===== src/design/uartbuf_pkg.sv =====
package uartbuf_pkg;

  typedef enum logic [1:0] {
    REQ_PUT  = 2'd0,
    REQ_RX   = 2'd1,
    REQ_DONE = 2'd2,
    REQ_READ = 2'd3
  } req_type_t;

  localparam logic [7:0] CH_LF = 8'h0A;
  localparam logic [7:0] CH_CR = 8'h0D;

  typedef struct packed {
    req_type_t  req_type;
    logic [7:0] data_byte;
    logic [3:0] line_index;
  } req_t;

  typedef struct packed {
    logic       accepted;
    logic       tx_start;
    logic [7:0] tx_byte;
    logic       line_complete;
    logic [4:0] line_length;
    logic [7:0] read_data;
    logic       fifo_full;
    logic       tx_busy;
  } res_t;

endpackage


===== src/design/uart_tx_fifo_rx_line_buffer.sv =====
// a request's result is registered in the read stage and then in the result register
// throughput: one request a cycle while results are taken; the memory read stage
//   and the result register each hold one request
// reset: synchronous, clears pointers, counts, transmitter state and the line
//   store's valid bits at once; no clearing pass
module uart_tx_fifo_rx_line_buffer #(
  parameter int TX_DEPTH = 32,
  parameter int RX_DEPTH = 16
) (
  input  logic               clk,
  input  logic               rst,
  input  logic               req_valid,
  output logic               req_ready,
  input  uartbuf_pkg::req_t  req,
  output logic               res_valid,
  input  logic               res_ready,
  output uartbuf_pkg::res_t  res
);
  import uartbuf_pkg::*;

  localparam int TXAW   = $clog2(TX_DEPTH);
  localparam int CNT_W  = $clog2(TX_DEPTH + 1);
  localparam int RXAW   = $clog2(RX_DEPTH);
  localparam int FILL_W = $clog2(RX_DEPTH + 1);
  localparam logic [TXAW-1:0]   TX_LAST = TXAW'(TX_DEPTH - 1);
  localparam logic [CNT_W-1:0]  TX_FULL = CNT_W'(TX_DEPTH);
  localparam logic [FILL_W-1:0] RX_FULL = FILL_W'(RX_DEPTH);
  localparam logic [RXAW+3:0]   RX_LIM  = (RXAW + 4)'(RX_DEPTH);

  // transmit queue and line store
  logic [7:0] tx_mem [TX_DEPTH];
  logic [7:0] rx_mem [RX_DEPTH];
  logic [7:0] tx_rd;
  logic [7:0] rx_rd;
  logic [RX_DEPTH-1:0] rx_vld;

  logic [TXAW-1:0]   tx_head, tx_head_next;
  logic [TXAW-1:0]   tx_tail, tx_tail_next;
  logic [CNT_W-1:0]  tx_count, tx_count_next;
  logic              tx_active, tx_active_next;
  logic [FILL_W-1:0] rx_fill, rx_fill_next;
  logic [FILL_W-1:0] last_length, last_length_next;
  logic              last_cr, last_cr_next;

  // read stage
  logic       s1_valid;
  res_t       s1_res;
  logic       s1_from_mem;
  logic       s1_rd_ok;
  logic       s1_move;
  logic       req_fire;
  res_t       res_next;

  logic       tx_we, tx_re, rx_we;
  logic [RXAW-1:0] rx_waddr;
  logic [RXAW+3:0] idx_ext;
  logic [RXAW-1:0] rx_raddr;
  logic       idx_in_range;
  logic       acc, start, done, from_mem, rd_ok;
  logic [7:0] direct_byte;
  logic [FILL_W+4:0] len_ext;

  assign s1_move   = s1_valid && (!res_valid || res_ready);
  assign req_ready = !s1_valid || s1_move;
  assign req_fire  = req_valid && req_ready;

  assign rx_waddr     = rx_fill[RXAW-1:0];
  assign idx_ext      = {{RXAW{1'b0}}, req.line_index};
  assign rx_raddr     = idx_ext[RXAW-1:0];
  assign idx_in_range = idx_ext < RX_LIM;

  always_comb begin
    tx_head_next     = tx_head;
    tx_tail_next     = tx_tail;
    tx_count_next    = tx_count;
    tx_active_next   = tx_active;
    rx_fill_next     = rx_fill;
    last_length_next = last_length;
    last_cr_next     = last_cr;
    tx_we       = 1'b0;
    tx_re       = 1'b0;
    rx_we       = 1'b0;
    acc         = 1'b0;
    start       = 1'b0;
    done        = 1'b0;
    from_mem    = 1'b0;
    rd_ok       = 1'b0;
    direct_byte = 8'd0;
    if (req_fire) begin
      case (req.req_type)
        REQ_PUT: begin
          if (tx_count != TX_FULL) begin
            acc = 1'b1;
            if (!tx_active) begin
              tx_active_next = 1'b1;
              start          = 1'b1;
              direct_byte    = req.data_byte;
            end else begin
              tx_we         = 1'b1;
              tx_tail_next  = (tx_tail == TX_LAST) ? '0 : tx_tail + 1'b1;
              tx_count_next = tx_count + 1'b1;
            end
          end
        end
        REQ_RX: begin
          if (rx_fill != RX_FULL) begin
            rx_we        = 1'b1;
            last_cr_next = (req.data_byte == CH_CR);
            // cr must be the previous byte of this same line
            if (req.data_byte == CH_LF && rx_fill != '0 && last_cr) begin
              done             = 1'b1;
              last_length_next = rx_fill + 1'b1;
              rx_fill_next     = '0;
            end else begin
              rx_fill_next = rx_fill + 1'b1;
            end
          end else begin
            rx_fill_next = '0;
          end
        end
        REQ_DONE: begin
          if (tx_count != '0) begin
            start         = 1'b1;
            from_mem      = 1'b1;
            tx_re         = 1'b1;
            tx_head_next  = (tx_head == TX_LAST) ? '0 : tx_head + 1'b1;
            tx_count_next = tx_count - 1'b1;
          end else begin
            tx_active_next = 1'b0;
          end
        end
        REQ_READ: begin
          rd_ok = idx_in_range && rx_vld[rx_raddr];
        end
        default: begin
        end
      endcase
    end
  end

  assign len_ext = {5'd0, last_length_next};

  always_ff @(posedge clk) begin
    if (tx_we) begin
      tx_mem[tx_tail] <= req.data_byte;
    end
    if (tx_re) begin
      tx_rd <= tx_mem[tx_head];
    end
  end

  always_ff @(posedge clk) begin
    if (rx_we) begin
      rx_mem[rx_waddr] <= req.data_byte;
    end
    if (req_fire && req.req_type == REQ_READ && idx_in_range) begin
      rx_rd <= rx_mem[rx_raddr];
    end
  end

  always_ff @(posedge clk) begin
    if (rst) begin
      tx_head     <= '0;
      tx_tail     <= '0;
      tx_count    <= '0;
      tx_active   <= 1'b0;
      rx_fill     <= '0;
      last_length <= '0;
      last_cr     <= 1'b0;
      rx_vld      <= '0;
    end else begin
      tx_head     <= tx_head_next;
      tx_tail     <= tx_tail_next;
      tx_count    <= tx_count_next;
      tx_active   <= tx_active_next;
      rx_fill     <= rx_fill_next;
      last_length <= last_length_next;
      last_cr     <= last_cr_next;
      if (rx_we) begin
        rx_vld[rx_waddr] <= 1'b1;
      end
    end
  end

  always_ff @(posedge clk) begin
    if (rst) begin
      s1_valid <= 1'b0;
    end else if (req_fire) begin
      s1_valid <= 1'b1;
    end else if (s1_move) begin
      s1_valid <= 1'b0;
    end
  end

  always_ff @(posedge clk) begin
    if (req_fire) begin
      s1_res.accepted      <= acc;
      s1_res.tx_start      <= start;
      s1_res.tx_byte       <= direct_byte;
      s1_res.line_complete <= done;
      s1_res.line_length   <= len_ext[4:0];
      s1_res.read_data     <= 8'd0;
      s1_res.fifo_full     <= (tx_count_next == TX_FULL);
      s1_res.tx_busy       <= tx_active_next;
      s1_from_mem          <= from_mem;
      s1_rd_ok             <= rd_ok;
    end
  end

  always_ff @(posedge clk) begin
    if (rst) begin
      res_valid <= 1'b0;
    end else if (s1_move) begin
      res_valid <= 1'b1;
    end else if (res_ready) begin
      res_valid <= 1'b0;
    end
  end

  // memory read data is held until the next request, so a stalled stage still sees it
  always_comb begin
    res_next           = s1_res;
    res_next.tx_byte   = s1_from_mem ? tx_rd : s1_res.tx_byte;
    res_next.read_data = s1_rd_ok ? rx_rd : 8'd0;
  end

  always_ff @(posedge clk) begin
    if (s1_move) begin
      res <= res_next;
    end
  end

endmodule

===== config.mk =====
export PLATFORM = sky130hd
export DESIGN_NAME = uart_tx_fifo_rx_line_buffer
export DESIGN_NICKNAME = d
export VERILOG_FILES = /design/src/design/uartbuf_pkg.sv /design/src/design/uart_tx_fifo_rx_line_buffer.sv
export SDC_FILE = /design/constraint.sdc
export NUM_CORES = 1
export LEC_CHECK = 0
export BUFFER_PORTS_ARGS = -buffer_cell sky130_fd_sc_hd__buf_4
export CAP_MARGIN = 20
export CORE_MARGIN = 5
export CORE_UTILIZATION = 40
export CTS_BUF_LIST = sky130_fd_sc_hd__clkbuf_4 sky130_fd_sc_hd__clkbuf_8 sky130_fd_sc_hd__clkbuf_16
export DETAILED_ROUTE_END_ITERATION = 6
export GPL_ROUTABILITY_DRIVEN = 0
export HOLD_SLACK_MARGIN = 0.15
export SYNTH_ARGS = -nofsm -noshare
export SYNTH_HDL_FRONTEND = slang
export SYNTH_SLANG_ARGS = --single-unit

===== constraint.sdc =====
create_clock -name clk -period 3.79 [get_ports clk]
set_clock_uncertainty 0.15 [all_clocks]
set_input_delay 0 -clock clk [delete_from_list [all_inputs] [get_ports clk]]
set_output_delay 0 -clock clk [all_outputs]
set_load 0.01 [all_outputs]

Yosys cells after proc, flatten, opt, wreduce, memory -nomap -nowiden. Memory sizes are Yosys's and may differ from the RTL's. A register that Yosys moved wholly into a read port is not among the register bits. Index checks and enable logic that the tools add are counted.

Flip-flop bits (word level): 92. Bits in writable memories: 384. Input bits: 18. Output and inout bits: 28. Logic and storage cells: 119. Memories kept: 2.

Memories: tx_mem (words 32, width 8, read ports 1, clocked after memory_dff 1, write ports 1, line uart_tx_fifo_rx_line_buffer.sv:31) `logic [7:0] tx_mem [TX_DEPTH];`; rx_mem (words 16, width 8, read ports 1, clocked after memory_dff 1, write ports 1, line uart_tx_fifo_rx_line_buffer.sv:32) `logic [7:0] rx_mem [RX_DEPTH];`.

Add/subtract/negate cells: 5. $lt $le $gt $ge: 4. Equality and inequality tests: 10. Multiplexer cells: 45. Bitwise operators: 3. Reductions and logical operators: 23.

Operator list (number): $mux W5 (8); $mux W1 (27); $mux W6 (4); $eq A8 B4 Y1 const B (2); $or A16 B16 Y16 (1); $add A5 B1 Y5 const B (3); $lt A4 B5 Y1 const B (3); $pmux W6 S2 (1); $eq A5 B5 Y1 const B (2); $logic_and A1 B1 Y1 (8); $mux W8 (1); $add A6 B1 Y6 const B (1); $eq A6 B6 Y1 const B (1); $ne A6 B6 Y1 const B (1); $reduce_and A3 Y1 (2); $reduce_bool A6 Y1 (1); $sub A6 B1 Y6 const B (1); $ne A5 B5 Y1 const B (1); $reduce_bool A5 Y1 (1); $bmux W1 S4 (1); $demux W1 S4 (1); $eq A2 B2 Y1 const B (2); $ge A4 B1 Y1 const B (1); $pmux W1 S2 (2); 9 further kinds (14).

Longest topological paths before layout.
Word-level depth: 8. Depth in mapped cells: 9.

Worst setup path after synthesis. OpenSTA, ideal clock, no wires.

Kind: reg-to-reg. Start: register s1_valid. End: register res[0] (netlist name) (enable). Library setup time: 0.449 ns. Arrival: 2.275 ns. Setup slack: 0.916 ns. Stages on the path, launching flop included: 2. Buffers on the path: 0. Clock period less this slack: 2.874 ns. Cells stage by stage: dfxtp_1 a21boi_0.

Cells in the longest elaborated chain, start to end: 1.

Ends and longest elaborated chain: from (decl) (line uart_tx_fifo_rx_line_buffer.sv:46) `logic s1_valid;`; from (signal assigned) (line uart_tx_fifo_rx_line_buffer.sv:187) `s1_valid <= 1'b0;`; from (signal assigned) (line uart_tx_fifo_rx_line_buffer.sv:189) `s1_valid <= 1'b1;`; from (signal assigned) (line uart_tx_fifo_rx_line_buffer.sv:191) `s1_valid <= 1'b0;`; $logic_and A1 B1 Y1 (line uart_tx_fifo_rx_line_buffer.sv:63) `assign s1_move = s1_valid && (!res_valid || res_ready);`; via s1_move (line uart_tx_fifo_rx_line_buffer.sv:50) `logic s1_move;`; to (signal assigned) (line uart_tx_fifo_rx_line_buffer.sv:229) `res <= res_next;`; to (decl) (line uart_tx_fifo_rx_line_buffer.sv:17) `output uartbuf_pkg::res_t res`.

The timed path passes the listed nets, and every way through them passes these cells. A chain may end at the register's enable or synchronous reset.

Final worst setup path.
Start: input req[10] (netlist name). End: register last_length[1].

Cells in the longest elaborated chain, start to end: 7.

Ends and longest elaborated chain: from (decl) (line uart_tx_fifo_rx_line_buffer.sv:14) `input uartbuf_pkg::req_t req,`; $eq A8 B4 Y1 (line uart_tx_fifo_rx_line_buffer.sv:110) `if (req.data_byte == CH_LF && rx_fill != '0 && last_cr) begin`; $logic_and A1 B1 Y1 (2 in a row) (line uart_tx_fifo_rx_line_buffer.sv:110); $mux W5 (line uart_tx_fifo_rx_line_buffer.sv:110); $mux W5 (line uart_tx_fifo_rx_line_buffer.sv:106) `if (rx_fill != RX_FULL) begin`; $mux W5 (line uart_tx_fifo_rx_line_buffer.sv:90) `case (req.req_type)`; $mux W5 (line uart_tx_fifo_rx_line_buffer.sv:89) `if (req_fire) begin`; via last_length_next[1] (line uart_tx_fifo_rx_line_buffer.sv:42) `logic [FILL_W-1:0] last_length, last_length_next;`; to (signal assigned) (line uart_tx_fifo_rx_line_buffer.sv:177) `last_length <= last_length_next;`; to (decl) (line uart_tx_fifo_rx_line_buffer.sv:42).

The timed path passes the listed nets, and every way through them passes these cells.

==> qor.yml <==
initialDrtViolationCount: 896
cts_max_path_buffers: 3
post-route-drc-count: 0
tightest_slew_ns: 0.987
synth_top_cell_area_share_pct: 69.2
ios: 46
fin_area_um2: 22200
grt_max_degree: 52
globalRouteOverflowTotal: 0
grt_antenna_before_repair: 1
die_w_um: 230
post_cts_resized: 0
async_reset_ff_share_pct: 0
pre_cts_ws_ns: 0.662
ys.warnings.count: 0
synthFlopType: "edfxtp_1"
rsz0062_at_grt: "no"
drive_above_1_share_pct: 26.5
postSynthAreaPerCell_um2: 19.8
ys_seq_elements: 492
vias_per_cell: 5.61
nets: 1083
layout_setup_ws_ns: 0.575
start_util_pct: 40.5
min_period_ns: 3.21
placement.cell_area_um2: 20300
crit_arrival_ns: 3.49
core_um2: 47700
dp.cells: 1596
start_kind: "input port"
hold_path.class: "in -> reg"
netlist_instances: 975
hold_viol: 0
dpl.hpwl_um: 25900
period_share_pct: 84.8
syn_to_final_growth_pct: 14.7
grt_pass1_wl_um: 64400
r2r-start: "tx_count[0]"
required_ns: 4.07
p_leak_nw: 7.01
syn-cell-area_um2: 19300
synthesis.nets: 1007
die_h_um: 230
first_pass_iters: 5
insertion_delay_ns: 0.55
clock-sinks: 492
cts_buffers: 46
port_buffers: 45
critical_path.startpoint: "req[10]"
layout.cells.non_filler: 1702
min-delay-start: "req[1]"
pwr_density_cell_nw_per_um2: 505
synth.distinct_cells: 56
layout_commonest_cell: "edfxtp_1"
ant_nets: 0
synth_top_cell_by_area: "edfxtp_1"
yosys-top-cells-area: "edfxtp_1, mux4_2, dfxtp_1"
wl_per_cell_um: 24.9
path_cells: "dlygate4sd3_1 -> buf_4 -> nor4b_1 -> dlygate4sd3_1 -> nor4b_2 -> nand2_1 -> mux2_2 -> and2_1"
die_area_um2: 52900
relSlewSlack_pct: 34.2
drv_cap: 0
status: "completed"
htree_num_levels: 2
routed_wl_um: 42400
track_usage_pct: 16.1
finalSetupTns_ns: 0
cpPeakStageDelay_ns: 0.71
root_buffer: "clkbuf_16"
ys_seq_area_share_pct: 74.0
cp-end-kind: "flop"
path_max_fanout: 50
finalSetupViolCount: 0
crit_top_cell: "dlygate4sd3_1"
row_count: 80
ir_drop_uv: 280
worstSetupPathType: "in -> reg"
vias: 9543
maxSlewViolCount: 0
crit_slowest_cell: "dlygate4sd3_1"
final_cell_mix: "edfxtp_1, mux4_2, buf_4"
n_antenna_cell: 0
clkTransAtPathRegs_ns: 0.06
final_util_pct: 46.4
grt_pass1_vias: 9530
cts_tree: "done"
synth_edf_count: 446
fmax_mhz: 311
-- sequential cells by signal, indices dropped and copies added, names as in the netlist --
register     cells
res_valid        1
last_cr          1
tx_mem         256
s1_rd_ok         1
tx_tail          5
s1_res           8
tx_count         6
tx_head          5
res             26
res_next        10
s1_valid         1
tx_rd            8
s1_from_mem      1
rx_mem         128
last_length      5
rx_vld          16
tx_active        1
rx_fill          5
rx_rd            8
-- cells in the mapped netlist (all sizes together), types with 5 or more instances --
cell	number
o21ai	12
nand2	27
mux4	125
clkbuf	33
nand3b	5
and2	40
edfxtp	446
nor2	46
nor4b	5
o21a	17
nor3b	5
a21oi	25
mux2	20
ha	14
and3	8
nand3	8
inv	14
dfxtp	46
buf	16
nor4	5
-- critical path: cells and delay by family --
kind | cells | cell delay, ns
buf+inv | 3 | 1.54
simple gates | 4 | 1.55
mux | 1 | 0.34
-- metrics by stage --
step	hold slack, ns	power [mW]
2_1_floorplan	-0.0779	6.25
3_5_place_dp	0.192	6.43
4_1_cts	0.212	11.3
5_1_grt	0.251	11.6
3_3_place_gp	0.162	6.43
6_report	0.241	11.2
-- final cells by class --
class	instances	area [um2]
multi-input combinational	420	4770
timing repair buffer	77	658
clock buffer	54	1230
inverter	14	52.6
clock inverter	30	380
sequential	492	14300
tap	615	769
fill	3934	25600
-- cells by family (layout without fill, tap and decap cells) --
family,Yosys count,in the layout,synth area share (%)
adders and majority gates,14,14,0.906
buffers and inverters,63,175,1.38
DFF,492,492,74.0
xor gates and xnor gates,3,3,0.136
and+or+nand+nor,180,180,5.21
muxes,147,147,15.8
AOI/OAI and AO/OA,76,76,2.55
-- routing by layer --
metal / vias to the layer above / global-route usage, % / routed length (um) / part of all wire (%)
met5: - / 0 / 0 / 0
met4: 0 / 3.87 / 820 / 1.9
met3: 60 / 2.76 / 2970 / 7.0
met2: 386 / 23.5 / 18900 / 45
met1: 4973 / 25.4 / 19700 / 47
li1: 4124 / - / - / -
-- worst paths after layout --
path	to	depth (start not counted)	slack, ns
setup / recovery	last_length[1]	8	0.58
hold / removal	rx_rd[0]	3	0.24
setup reg to reg	tx_mem[29][3]	7	0.60
hold reg to reg	res[25]	0	0.26
-- what timing repair did --
action                    CTS  global route
setup buffers               0             0
hold endpoints to repair  492             0
hold buffers               22             0
-- power by group --
group	internal (mW)	switching, mW	leakage [nW]
clock network	2.94	1.94	0.783
registers	5.95	0.0195	4.42
logic	0.134	0.217	1.80
No activity file was read; power rests on OpenSTA's default activity.
